$ cat src/rtl/core/stc_pkg.sv
// ----------------------------------------------------------------------------
// stc_pkg: shared types and constants for the straight track chi2 block
// Word layouts, register indexes, status codes and saturation limits.
// ----------------------------------------------------------------------------
`timescale 1ns / 1ps
`default_nettype none

package stc_pkg;

  // hit limit per track and derived counter widths
  localparam int MAX_HITS    = 16;
  localparam int CNT_W       = $clog2(MAX_HITS + 1);
  localparam int DEN_W       = CNT_W + 1;

  // hit queue between front and back
  localparam int QUEUE_DEPTH = 4;
  localparam int QPTR_W      = $clog2(QUEUE_DEPTH);

  // saturation limits
  localparam logic [23:0] Q_MAX   = 24'hFF_FFFF;
  localparam logic [47:0] SUM_MAX = 48'hFFFF_FFFF_FFFF;
  localparam logic [31:0] OUT_MAX = 32'hFFFF_FFFF;

  // configuration register indexes
  typedef enum logic [2:0] {
    CFG_ORIGIN_X    = 3'd0,
    CFG_ORIGIN_Y    = 3'd1,
    CFG_SLOPE_X     = 3'd2,
    CFG_SLOPE_Y     = 3'd3,
    CFG_FIXED_ERROR = 3'd4
  } cfg_reg_t;

  // result status codes
  typedef enum logic [1:0] {
    ST_VALID = 2'd0,
    ST_FEW   = 2'd1,
    ST_SAT   = 2'd2
  } status_t;

  // input word
  typedef struct packed {
    logic signed [31:0] hit_z;
    logic signed [31:0] meas_x;
    logic signed [31:0] meas_y;
    logic        [23:0] err_x;
    logic        [23:0] err_y;
    logic               last_hit;
  } in_word_t;

  // result word
  typedef struct packed {
    logic [31:0] chi2_total;
    logic [31:0] chi2_x;
    logic [31:0] chi2_y;
    logic [4:0]  hit_total;
    logic [1:0]  status;
  } out_word_t;

  // classified hit handed from front to back: residual magnitudes, chosen errors
  typedef struct packed {
    logic [36:0] mag_x;
    logic [36:0] mag_y;
    logic [23:0] err_x;
    logic [23:0] err_y;
    logic        last_hit;
  } hit_job_t;

endpackage

`default_nettype wire

$ cat src/rtl/core/stc_fifo.sv
// ----------------------------------------------------------------------------
// stc_fifo: hit job queue
// Small register queue that decouples the projection front from the divider.
// ----------------------------------------------------------------------------
`timescale 1ns / 1ps
`default_nettype none

module stc_fifo (
  input  wire logic                        clk,
  input  wire logic                        rst_n,
  input  wire logic                        push,
  input  wire stc_pkg::hit_job_t           push_data,
  input  wire logic                        pop,
  output stc_pkg::hit_job_t                pop_data,
  output logic                             pop_valid,
  output logic [stc_pkg::QPTR_W:0]         count
);

  stc_pkg::hit_job_t                 mem_r [stc_pkg::QUEUE_DEPTH];
  logic [stc_pkg::QPTR_W-1:0]        wr_ptr_r;
  logic [stc_pkg::QPTR_W-1:0]        rd_ptr_r;
  logic [stc_pkg::QPTR_W:0]          count_r;
  logic                              do_pop;

  assign pop_valid = (count_r != '0);
  assign do_pop    = pop && pop_valid;
  assign pop_data  = mem_r[rd_ptr_r];
  assign count     = count_r;

  // storage
  always_ff @(posedge clk) begin
    if (push) begin
      mem_r[wr_ptr_r] <= push_data;
    end
  end

  // pointers and fill count
  always_ff @(posedge clk) begin
    if (!rst_n) begin
      wr_ptr_r <= '0;
      rd_ptr_r <= '0;
      count_r  <= '0;
    end else begin
      if (push) begin
        wr_ptr_r <= wr_ptr_r + 1'b1;
      end
      if (do_pop) begin
        rd_ptr_r <= rd_ptr_r + 1'b1;
      end
      unique case ({push, do_pop})
        2'b10:   count_r <= count_r + 1'b1;
        2'b01:   count_r <= count_r - 1'b1;
        default: count_r <= count_r;
      endcase
    end
  end

endmodule

`default_nettype wire

$ cat config.mk
export PLATFORM = sky130hd
export DESIGN_NAME = stc_fifo
export DESIGN_NICKNAME = d
export VERILOG_FILES = /design/src/rtl/core/stc_pkg.sv /design/src/rtl/core/stc_fifo.sv
export SDC_FILE = /design/constraint.sdc
export NUM_CORES = 1
export LEC_CHECK = 0
export ABC_AREA = 1
export BUFFER_PORTS_ARGS = -buffer_cell sky130_fd_sc_hd__clkbuf_2
export CAP_MARGIN = 20
export CORE_ASPECT_RATIO = 1.75
export CORE_MARGIN = 4
export CORE_UTILIZATION = 40
export DETAILED_ROUTE_END_ITERATION = 7
export PLACE_DENSITY_LB_ADDON = 0.15
export SLEW_MARGIN = 20
export SYNTH_ARGS = -nofsm -noshare
export SYNTH_HDL_FRONTEND = slang
export SYNTH_SLANG_ARGS = --single-unit
$ cat constraint.sdc
create_clock -name clk -period 4.75 [get_ports clk]
set_input_delay 1.425 -clock clk [delete_from_list [all_inputs] [get_ports clk]]
set_output_delay 1.425 -clock clk [all_outputs]
set_load 0.05 [all_outputs]
==> impl_metrics.yaml <==
worst_setup_path:
  cp_data_required_time_ns: 3.32
  critPathBufInv: 3
  max_stage_delay_ns: 0.38
  crit_type: "flip-flop to output port"
  reg2reg_slack_ns: 2.74
  cp_max_fo: 97
  worstPathArrival_ns: 2.49
  cpMaxStageDelayCell: "dfxtp_4"
  startpoint_type: "flip-flop"
  path_cells: "inv_8 -> buf_12 -> nor2_1 -> o22ai_2 -> clkbuf_2"
  end_kind: "output port"
  critical-path-top-delay-family: "buffers and inverters"
pwr:
  power.density_nw_per_um2: 530
  ir_worst_vdd_mv: 0.367
  leakagePower_uw: 0.00778
synth:
  synth_top_area_cell: "edfxtp_1"
  ys.flop_type: "edfxtp_1"
  avgSynthCellArea_um2: 15.2
  synth_most_common_cell: "edfxtp_1"
  synth_area_leaders: "edfxtp_1 (77%), nor2_1 (4.2%), o21ai_0 (3.3%)"
  synthesis.area_um2: 19100
  yosysUniqueCellTypes: 22
  synth_cells: 1254
  netlist.area_leader.share: 0.773
  synthesis.nets: 1387
  async_flop_share: 0
  synth_seq_cells: 501
  seq_area_frac_synth: 0.782
  synth_edf_count: 492
  yosys_warnings: 0
  netlist_top_cells_count: "edfxtp_1 (492), nor2_1 (212), o21ai_0 (127)"
finish:
  drive_gt1_frac: 0.277
  seq_area_um2: 15000
  nNetsFinal: 1630
  fillers: 4116
  multi_input_area_um2: 3500
  syn2layout_area_growth_pct: 16.8
global_route:
  antenna_found_initial: 5
  grt_use_total: 0.167
  grt_pass1_vias: 11400
  grt_overflow: 0
  grt_pass1_wl_um: 67200
  grt_max_degree: 135
cts:
  cts_resized: 0
  cts_inserted_buffers: 46
  numClockSinks: 501
  htree_levels: 2
  clk_pin_slew_ns: 0.06
  post_cts_buffers: 0
  cts_root_buf: "clkbuf_16"
  holdBufCountCts: 0
  clockBufferDepth: 3
  insertion_delay_ns: 0.55
  cts_tree: "done"
route:
  wirelength_um: 44200
  vias: 11200
  drc_errors: 0
  drt_iter0_markers: 588
  ant_nets: 0
  drt-vias-per-instance: 5.25
  dr.pass1.iters: 4
  avgRoutedWirePerCell_um: 20.8
sta:
  final-max-slew-violation-count: 0
  rsz0062_at_grt: "false"
  final-hold-violation-count: 0
  fin_worst_skew_ns: 0.00870
  relSlewSlack: 0.437
  period_share: 0.824
  hold_ws_ns: 0.490
  fin_crit_ns: 3.91
  fin_tns_setup_ns: 0
  setup_viol: 0
  setup_ws_ns: 0.836
  worst_slew_pin_slew_ns: 0.845
  max_freq_mhz: 255
die:
  pin_count: 254
  core-area_um2: 47000
  initial_core_util: 0.406
  die_area_um2: 51500
  die_y_um: 297
  die_w_um: 173
  rows: 105
placement:
  dp_hpwl_um: 25800
  gp_congestion: 0.756
  port_buffers: 253
  dpl_worst_slack_ns: 1.40
hold_path:
  min_path_type: "flip-flop to flip-flop"
job:
  cap_violations: 0
run_status:
  outcome: "complete, no violations"
-- cell families after synthesis --
family / share of synthesized area
compound gates: 0.120
fa+ha+maj: 0.00432
flops: 0.782
buf+inv: 0.0347
simple gates: 0.0585
-- worst register-to-register path: cells and delay by family, from the launching register on --
family / cells / cell delay (ns)
buffers and inverters: 3 / 1.10
DFF: 1 / 0.33
adders and majority gates: 1 / 0.15
and+or+nand+nor: 1 / 0.10
-- metrics by stage --
| step | instance area (µm²) | util | instances | power [µW] |
|---|---|---|---|---|
| global placement | 20900 | 0.443 | 2037 | 8360 |
| detailed placement | 20900 | 0.443 | 2037 | 8400 |
| CTS | 22300 | 0.474 | 2123 | 12000 |
| global route | 22300 | 0.475 | 2126 | 12300 |
| floorplan | 19100 | - | 1254 | 7660 |
| finish | 22300 | 0.475 | 2126 | 11800 |
-- layer usage --
metal	global-route usage	wire length [µm]
met5	0	27
met4	0.0641	1530
met3	0.0437	2680
met2	0.290	22600
met1	0.198	17400
-- flip-flops by register name (all words and copies together) (netlist names), named ones only --
name      count
mem_r       492
wr_ptr_r      2
rd_ptr_r      2
count         3
-- final timing paths --
kind                                      end  cells past startpoint         from
worst min register to register      flip-flop                      2  rd_ptr_r[1]
worst max-delay path            pop_data[103]                      5    flip-flop
worst max register to register   mem_r[2][74]                      5  wr_ptr_r[0]
worst min-delay path                flip-flop                      2  rd_ptr_r[1]
-- cells in the final DEF (no fill, tap or decap), types with 5 or more instances in the layout --
master,synthesis,routed
ha_1,5,5
clkbuf_2,0,253
dfxtp_1,9,7
inv_6,0,5
edfxtp_1,492,492
buf_4,10,12
clkinv_1,0,19
o22ai_1,83,83
a21oi_1,5,5
clkbuf_16,0,49
nor2_1,212,212
inv_1,17,13
o21ai_1,123,123
buf_12,5,10
o22ai_2,40,40
nor2_2,40,40
clkinv_2,0,7
nand2_1,15,15
clkbuf_1,22,5
o21ai_0,127,127
-- area by class of cell --
class | count | share of cell area
timing repair buffer | 275 | 0.0697
tap | 588 | 0.0330
clock buffer | 54 | 0.0558
clock inverter | 32 | 0.00986
multi-input combinational | 654 | 0.157
antenna | 3 | 0.000336
sequential | 501 | 0.670
inverter | 19 | 0.00454
-- power breakdown --
part           leakage, µW  total, µW  switching, µW  internal (µW)
sequential         0.00459       5130           63.9           5060
clock             0.000714       3590           1560           2030
combinational      0.00247       3110           2440            672
No activity file was read; power rests on OpenSTA's default activity.
