<file path="src/rtl/core/stc_pkg.sv">
// ----------------------------------------------------------------------------
// stc_pkg: shared types and constants for the straight track chi2 block
// Word layouts, register indexes, status codes and saturation limits.
// ----------------------------------------------------------------------------
`timescale 1ns / 1ps
`default_nettype none

package stc_pkg;

  // hit limit per track and derived counter widths
  localparam int MAX_HITS    = 16;
  localparam int CNT_W       = $clog2(MAX_HITS + 1);
  localparam int DEN_W       = CNT_W + 1;

  // hit queue between front and back
  localparam int QUEUE_DEPTH = 4;
  localparam int QPTR_W      = $clog2(QUEUE_DEPTH);

  // saturation limits
  localparam logic [23:0] Q_MAX   = 24'hFF_FFFF;
  localparam logic [47:0] SUM_MAX = 48'hFFFF_FFFF_FFFF;
  localparam logic [31:0] OUT_MAX = 32'hFFFF_FFFF;

  // configuration register indexes
  typedef enum logic [2:0] {
    CFG_ORIGIN_X    = 3'd0,
    CFG_ORIGIN_Y    = 3'd1,
    CFG_SLOPE_X     = 3'd2,
    CFG_SLOPE_Y     = 3'd3,
    CFG_FIXED_ERROR = 3'd4
  } cfg_reg_t;

  // result status codes
  typedef enum logic [1:0] {
    ST_VALID = 2'd0,
    ST_FEW   = 2'd1,
    ST_SAT   = 2'd2
  } status_t;

  // input word
  typedef struct packed {
    logic signed [31:0] hit_z;
    logic signed [31:0] meas_x;
    logic signed [31:0] meas_y;
    logic        [23:0] err_x;
    logic        [23:0] err_y;
    logic               last_hit;
  } in_word_t;

  // result word
  typedef struct packed {
    logic [31:0] chi2_total;
    logic [31:0] chi2_x;
    logic [31:0] chi2_y;
    logic [4:0]  hit_total;
    logic [1:0]  status;
  } out_word_t;

  // classified hit handed from front to back: residual magnitudes, chosen errors
  typedef struct packed {
    logic [36:0] mag_x;
    logic [36:0] mag_y;
    logic [23:0] err_x;
    logic [23:0] err_y;
    logic        last_hit;
  } hit_job_t;

endpackage

`default_nettype wire

</file>
<file path="src/rtl/core/stc_back.sv">
// ----------------------------------------------------------------------------
// stc_back: normalization, accumulation and track close
// Shared serial divider for hit ratios and final per-dof quotients.
// ----------------------------------------------------------------------------
`timescale 1ns / 1ps
`default_nettype none

module stc_back (
  input  wire logic                 clk,
  input  wire logic                 rst_n,
  input  wire logic                 job_valid,
  input  wire stc_pkg::hit_job_t    job_data,
  output logic                      job_pop,
  output logic                      out_valid,
  output stc_pkg::out_word_t        out_data
);

  typedef enum logic [7:0] {
    S_IDLE  = 8'b0000_0001,
    S_PREP  = 8'b0000_0010,
    S_DIV   = 8'b0000_0100,
    S_SQR   = 8'b0000_1000,
    S_ACC   = 8'b0001_0000,
    S_CLOSE = 8'b0010_0000,
    S_FPREP = 8'b0100_0000,
    S_OUT   = 8'b1000_0000
  } state_t;

  state_t                    state_r, state_nxt;
  stc_pkg::hit_job_t         job_r;
  logic                      axis_r;
  logic [47:0]               sum_x_r;
  logic [47:0]               sum_y_r;
  logic [stc_pkg::CNT_W-1:0] cnt_r;
  logic                      sat_r;
  logic                      clamp_r;
  logic                      fin_r;
  logic [1:0]                sel_r;
  logic [24:0]               rem_r;
  logic [31:0]               low_r;
  logic [31:0]               quot_r;
  logic [23:0]               den_r;
  logic [5:0]                step_r;
  logic [23:0]               q_r;
  logic [47:0]               sq_r;
  logic [31:0]               res_tot_r;
  logic [31:0]               res_x_r;
  logic [31:0]               res_y_r;
  logic                      out_valid_r;
  stc_pkg::out_word_t        out_data_r;

  logic [36:0]               cur_mag;
  logic [23:0]               cur_err;
  logic [24:0]               trial;
  logic                      ge;
  logic [31:0]               quot_new;
  logic [48:0]               acc_sum;
  logic [48:0]               fin_num;
  logic [stc_pkg::DEN_W-1:0] fin_den;
  logic                      few;

  // per-axis operand select
  always_comb begin
    cur_mag = axis_r ? job_r.mag_y : job_r.mag_x;
    cur_err = axis_r ? job_r.err_y : job_r.err_x;
  end

  // one restoring divider step
  always_comb begin
    trial    = {rem_r[23:0], low_r[31]};
    ge       = (trial >= {1'b0, den_r});
    quot_new = {quot_r[30:0], ge};
  end

  // accumulation and final divide operands
  always_comb begin
    acc_sum = axis_r ? ({1'b0, sum_y_r} + {1'b0, sq_r})
                     : ({1'b0, sum_x_r} + {1'b0, sq_r});
    unique case (sel_r)
      2'd0:    fin_num = {1'b0, sum_x_r} + {1'b0, sum_y_r};
      2'd1:    fin_num = {1'b0, sum_x_r};
      default: fin_num = {1'b0, sum_y_r};
    endcase
    if (sel_r == 2'd0) begin
      fin_den = {cnt_r, 1'b0} - stc_pkg::DEN_W'(4);
    end else begin
      fin_den = stc_pkg::DEN_W'(cnt_r) - stc_pkg::DEN_W'(2);
    end
    few = (cnt_r <= stc_pkg::CNT_W'(2));
  end

  // sequencer
  always_comb begin
    state_nxt = state_r;
    job_pop   = 1'b0;
    unique case (state_r)
      S_IDLE: begin
        if (job_valid) begin
          job_pop   = 1'b1;
          state_nxt = S_PREP;
        end
      end
      S_PREP: begin
        if (cnt_r >= stc_pkg::CNT_W'(stc_pkg::MAX_HITS)) begin
          state_nxt = S_CLOSE;
        end else if (cur_err == '0) begin
          state_nxt = axis_r ? S_CLOSE : S_PREP;
        end else if ({3'b0, cur_mag[36:16]} >= cur_err) begin
          state_nxt = S_SQR;
        end else begin
          state_nxt = S_DIV;
        end
      end
      S_DIV: begin
        if (step_r == 6'd1) begin
          if (!fin_r) begin
            state_nxt = S_SQR;
          end else begin
            state_nxt = (sel_r == 2'd2) ? S_OUT : S_FPREP;
          end
        end
      end
      S_SQR:   state_nxt = S_ACC;
      S_ACC:   state_nxt = axis_r ? S_CLOSE : S_PREP;
      S_CLOSE: begin
        if (!job_r.last_hit) begin
          state_nxt = S_IDLE;
        end else begin
          state_nxt = few ? S_OUT : S_FPREP;
        end
      end
      S_FPREP: begin
        if ({7'b0, fin_num[48:32]} >= 24'(fin_den)) begin
          state_nxt = (sel_r == 2'd2) ? S_OUT : S_FPREP;
        end else begin
          state_nxt = S_DIV;
        end
      end
      S_OUT:   state_nxt = S_IDLE;
      default: state_nxt = S_IDLE;
    endcase
  end

  always_ff @(posedge clk) begin
    if (!rst_n) begin
      state_r <= S_IDLE;
    end else begin
      state_r <= state_nxt;
    end
  end

  // track state: sums, hit count, flags
  always_ff @(posedge clk) begin
    if (!rst_n) begin
      sum_x_r <= '0;
      sum_y_r <= '0;
      cnt_r   <= '0;
      sat_r   <= 1'b0;
      clamp_r <= 1'b0;
    end else begin
      unique case (state_r)
        S_PREP: begin
          if (cnt_r >= stc_pkg::CNT_W'(stc_pkg::MAX_HITS)) begin
            sat_r <= 1'b1;
          end else if (cur_err == '0) begin
            sat_r <= 1'b1;
            if (axis_r) begin
              sum_y_r <= stc_pkg::SUM_MAX;
              cnt_r   <= cnt_r + 1'b1;
            end else begin
              sum_x_r <= stc_pkg::SUM_MAX;
            end
          end else if ({3'b0, cur_mag[36:16]} >= cur_err) begin
            sat_r <= 1'b1;
          end
        end
        S_ACC: begin
          if (acc_sum[48]) begin
            sat_r <= 1'b1;
          end
          if (axis_r) begin
            sum_y_r <= acc_sum[48] ? stc_pkg::SUM_MAX : acc_sum[47:0];
            cnt_r   <= cnt_r + 1'b1;
          end else begin
            sum_x_r <= acc_sum[48] ? stc_pkg::SUM_MAX : acc_sum[47:0];
          end
        end
        S_FPREP: begin
          if ({7'b0, fin_num[48:32]} >= 24'(fin_den)) begin
            clamp_r <= 1'b1;
          end
        end
        S_OUT: begin
          sum_x_r <= '0;
          sum_y_r <= '0;
          cnt_r   <= '0;
          sat_r   <= 1'b0;
          clamp_r <= 1'b0;
        end
        default: ;
      endcase
    end
  end

  // datapath: job capture, divider, square, final quotients
  always_ff @(posedge clk) begin
    unique case (state_r)
      S_IDLE: begin
        job_r  <= job_data;
        axis_r <= 1'b0;
        fin_r  <= 1'b0;
        sel_r  <= 2'd0;
      end
      S_PREP: begin
        if (cur_err == '0) begin
          axis_r <= 1'b1;
        end else if ({3'b0, cur_mag[36:16]} >= cur_err) begin
          q_r <= stc_pkg::Q_MAX;
        end else begin
          rem_r  <= 25'(cur_mag[36:16]);
          low_r  <= {cur_mag[15:0], 16'b0};
          den_r  <= cur_err;
          quot_r <= '0;
          step_r <= 6'd24;
        end
      end
      S_DIV: begin
        rem_r  <= ge ? (trial - {1'b0, den_r}) : trial;
        low_r  <= {low_r[30:0], 1'b0};
        quot_r <= quot_new;
        step_r <= step_r - 1'b1;
        if (step_r == 6'd1) begin
          if (!fin_r) begin
            q_r <= quot_new[23:0];
          end else begin
            unique case (sel_r)
              2'd0:    res_tot_r <= quot_new;
              2'd1:    res_x_r   <= quot_new;
              default: res_y_r   <= quot_new;
            endcase
            sel_r <= sel_r + 1'b1;
          end
        end
      end
      S_SQR: sq_r <= q_r * q_r;
      S_ACC: axis_r <= 1'b1;
      S_CLOSE: begin
        fin_r <= 1'b1;
        sel_r <= 2'd0;
      end
      S_FPREP: begin
        if ({7'b0, fin_num[48:32]} >= 24'(fin_den)) begin
          unique case (sel_r)
            2'd0:    res_tot_r <= stc_pkg::OUT_MAX;
            2'd1:    res_x_r   <= stc_pkg::OUT_MAX;
            default: res_y_r   <= stc_pkg::OUT_MAX;
          endcase
          sel_r <= sel_r + 1'b1;
        end else begin
          rem_r  <= 25'(fin_num[48:32]);
          low_r  <= fin_num[31:0];
          den_r  <= 24'(fin_den);
          quot_r <= '0;
          step_r <= 6'd32;
        end
      end
      default: ;
    endcase
  end

  // result word, one cycle strobe
  always_ff @(posedge clk) begin
    if (!rst_n) begin
      out_valid_r <= 1'b0;
    end else begin
      out_valid_r <= (state_r == S_OUT);
    end
  end

  always_ff @(posedge clk) begin
    if (state_r == S_OUT) begin
      out_data_r.chi2_total <= few ? '0 : res_tot_r;
      out_data_r.chi2_x     <= few ? '0 : res_x_r;
      out_data_r.chi2_y     <= few ? '0 : res_y_r;
      out_data_r.hit_total  <= 5'(cnt_r);
      if (few) begin
        out_data_r.status <= stc_pkg::ST_FEW;
      end else if (sat_r || clamp_r) begin
        out_data_r.status <= stc_pkg::ST_SAT;
      end else begin
        out_data_r.status <= stc_pkg::ST_VALID;
      end
    end
  end

  assign out_valid = out_valid_r;
  assign out_data  = out_data_r;

endmodule

`default_nettype wire

</file>
<file path="config.mk">
export PLATFORM = sky130hd
export DESIGN_NAME = stc_back
export DESIGN_NICKNAME = d
export VERILOG_FILES = /design/src/rtl/core/stc_pkg.sv /design/src/rtl/core/stc_back.sv
export SDC_FILE = /design/constraint.sdc
export NUM_CORES = 2
export LEC_CHECK = 0
export BUFFER_PORTS_ARGS = -buffer_cell sky130_fd_sc_hd__buf_4
export CAP_MARGIN = 20
export CORE_MARGIN = 3
export CORE_UTILIZATION = 40
export DETAILED_ROUTE_END_ITERATION = 6
export SLEW_MARGIN = 10
export SYNTH_ARGS = -nofsm -noshare
export SYNTH_HDL_FRONTEND = slang
export SYNTH_SLANG_ARGS = --single-unit
</file>
<file path="constraint.sdc">
create_clock -name clk -period 13 [get_ports clk]
set_input_delay 0.65 -clock clk [delete_from_list [all_inputs] [get_ports clk]]
set_output_delay 0.65 -clock clk [all_outputs]
set_load 0.1 [all_outputs]
</file>
==> flow_summary.ini <==
[run_status]
status = completed

[pwr]
leakage_nw = 23.4
p_per_area_nw_per_um2 = 124
ir_worst_vdd_v = 0.000109

[synth]
synthAdderAreaFrac = 0.265
muxShareOfSynthArea = 0.0303
synth_cell_types = 94
seq_area_frac_synth = 0.369
synth-seq-cells = 626
synthCells = 4560
synth-edff-count = 514
netlist_area_um2 = 47900
ys_warn_count = 0
synth-compound-area-share = 0.109
synth-main-ff-cell = edfxtp_1
ys_async_sr_fraction = 0
synth_top_family_by_area = adder cells
synth_xor_area_frac = 0.0302
postSynthAreaPerCell_um2 = 10.5
syn-num-nets = 5445
yosys.area_share.simple = 0.131

[clock_network]
cts_sinks = 626
clkTransAtPathRegs_ns = 0.06
cts_root_buffer = clkbuf_16
cts_resized = 0
clk-insertion-delay-late_ns = 0.64
htree_levels = 3
cts_tree = built
post_cts_buffers = 0
cts_hold_buf = 0
numCtsBuffers = 69
clk_path_buf_depth = 3

[place]
port-buffer-count = 230
placed_area_um2 = 51300
place.gp.congestion = 0.954
dp.final_hpwl_mm = 99.3

[routing]
viasPerCell = 5.28
drt-wirelength-per-cell_um = 20.5
firstDrtPassIters = 5
ant_nets = 0
drtIter0Drc = 2294
drc_errors = 0
routed_wl_mm = 131
route.vias.total = 33600

[min_path]
min_path_type = in2reg

[critical_path]
endpoint_kind = flip-flop
r2r_slack_ns = 4.54
r2r_cells = 26
critPathLaunchType = flip-flop
regToRegStartpoint = q_r[1]
setup.worst_path.class = reg2reg
required_ns = 13.36
setup.worst_path.start = q_r[1]
r2r_end = sq_r[45]
endpoint = sq_r[45]
cp.arrival_ns = 8.83
path_max_fanout = 24

[floorplan]
die_w_um = 352
ios = 231
start_util = 0.404
num_rows = 126
die_h_um = 352
dieArea_um2 = 124000
core_um2 = 118000

[flow_run]
maxCapViolCount = 0

[layout]
area_growth_pct = 11.8
fin_area_um2 = 53500
nets = 5604
nFillCells = 11200
regArea_um2 = 17700
multi_input_area_um2 = 27200
drive_above_1_share = 0.113

[timing]
hold_viol_final = 0
slew_violations = 0
maxSlewHeadroom = 0.235
fin_skew_ns = 0.0362
min_period_ns = 8.46
fin_crit_sh = 0.651
rsz0062_at_grt = no
worst_pin_slew_ns = 1.15
tns_ns = 0
max_freq_ghz = 0.118
setup_violations = 0

[global_route]
first_global_vias = 34200
antenna_found_initial = 1
grt.overflow.total = 0
grt_pass1_wl_mm = 203
grt_use_total = 0.209
grt_max_degree = 99
==> metrics by stage <==
| step | setup WS [ns] | power (mW) | instances | utilization | hold WS (ns) |
|---|---|---|---|---|---|
| 3_5_place_dp | 4.58 | 4.77 | 6246 | 0.433 | 0.444 |
| 4_1_cts | 4.59 | 6.73 | 6372 | 0.452 | 0.163 |
| 5_1_grt | 4.05 | 7.02 | 6374 | 0.452 | 0.170 |
| 6_report | 4.54 | 6.64 | 6375 | 0.452 | 0.200 |
| 3_3_place_gp | 4.77 | 4.74 | 6246 | 0.433 | 0.435 |
| 2_1_floorplan | 0.897 | 4.12 | 4560 | - | 0.406 |
==> state kept, by name (all words and copies together), names as in the netlist, 6 cells and up <==
signal and count:
den_r 24, job_r 123, low_r 32, out_data 103
q_r 24, quot_r 31, rem_r 24, res_tot_r 32
res_x_r 32, res_y_r 32, sq_r 47, state_r 8
step_r 6, sum_x_r 48, sum_y_r 48
==> cell usage in the layout, fill, tap and decap left out, types with 91 or more instances in the layout <==
cell and count:
a21oi_1 219, ha_1 333, o21ai_0 148, a21o_1 91, edfxtp_1 514, fa_1 425, nand2_1 314, nor2_1 331
inv_1 627, dfxtp_1 112, xnor2_1 94, and2_1 275, buf_4 273
==> worst max-delay path, cell delays in order (launching register included) <==
cell and delay [ns]:
edfxtp_1 1.07, nand2_1 0.25, fa_1 0.57, inv_1 0.06, fa_1 0.52, inv_1 0.05, fa_1 0.53, inv_1 0.05
fa_1 0.49, inv_1 0.05, fa_1 0.52, inv_1 0.05, fa_1 0.48, inv_1 0.05, fa_1 0.55, inv_1 0.06
ha_1 0.39, a211o_1 0.15, a21oi_1 0.03, and3_1 0.22, a2111oi_0 0.84, o2111ai_1 0.20, o2111ai_1 0.15, a31oi_1 0.15
or3_1 0.35, o21ai_0 0.22, xor2_1 0.10
==> report_power, final <==
part	internal, mW	leakage (nW)	switching [mW]
Sequential	2.58	5.61	0.110
Combinational	0.709	16.7	1.30
Clock	1.10	1.09	0.843
Total	4.39	23.4	2.25
==> logic make-up (layout without fill, tap and decap cells) <==
kind of cell               after synthesis  in the layout
and+or+nand+nor                       1273           1273
buffers and inverters                  815           1029
AOI/OAI and AO/OA                      788            788
adders and majority gates              759            759
DFF                                    626            626
xor gates and xnor gates               165            165
muxes                                  134            134
other                                    0              1
==> how the worst min path moves through the flow <==
stage	slack, ns	cells after the start	to	start
2_1_floorplan	0.41	0	out_data[6]	cnt_r[4]
3_3_place_gp	0.43	2	sat_r	sat_r
3_5_place_dp	0.44	2	sat_r	sat_r
4_1_cts	0.16	1	job_r[25]	job_data[25]
5_1_grt	0.17	1	job_r[42]	job_data[42]
6_report	0.20	1	job_r[2]	job_data[2]
==> Yosys cell counts (21+ instances only) <==
cell type | count | area share
inv_1 | 628 | 0.049
edfxtp_1 | 514 | 0.32
fa_1 | 425 | 0.18
ha_1 | 334 | 0.087
nor2_1 | 333 | 0.026
nand2_1 | 316 | 0.025
and2_1 | 276 | 0.036
a21oi_1 | 220 | 0.023
clkbuf_1 | 148 | 0.012
o21ai_0 | 148 | 0.015
dfxtp_1 | 112 | 0.047
xnor2_1 | 94 | 0.017
a21o_1 | 91 | 0.014
mux2_2 | 89 | 0.021
xor2_1 | 71 | 0.013
nor3_1 | 68 | 0.0071
a211oi_1 | 61 | 0.0096
nand2b_1 | 56 | 0.0073
mux2i_1 | 45 | 0.0094
nand3_1 | 43 | 0.0045
nand4_1 | 41 | 0.0054
a22oi_1 | 32 | 0.0050
or2_2 | 29 | 0.0038
a22o_1 | 26 | 0.0048
nor2b_1 | 24 | 0.0031
o21a_1 | 24 | 0.0038
and3_1 | 21 | 0.0027
buf_2 | 21 | 0.0022
==> metal layers <==
metal | vias up | GRT usage | part of all wire
met3 | 139 | 0.0281 | 0.053
met4 | 0 | 0.0521 | 0.023
met1 | 16800 | 0.283 | 0.44
met5 | - | 0 | 0
li1 | 15800 | - | -
met2 | 890 | 0.355 | 0.48
==> cell type report <==
type	instances	area share
Timing Repair Buffer	275	0.0393
Tap cell	1600	0.0374
Clock buffer	86	0.0344
Sequential cell	626	0.330
Antenna cell	1	0.0000467
Inverter	628	0.0441
Multi-Input combinational cell	3119	0.508
Clock inverter	40	0.00682
No activity file was read; power rests on OpenSTA's default activity.
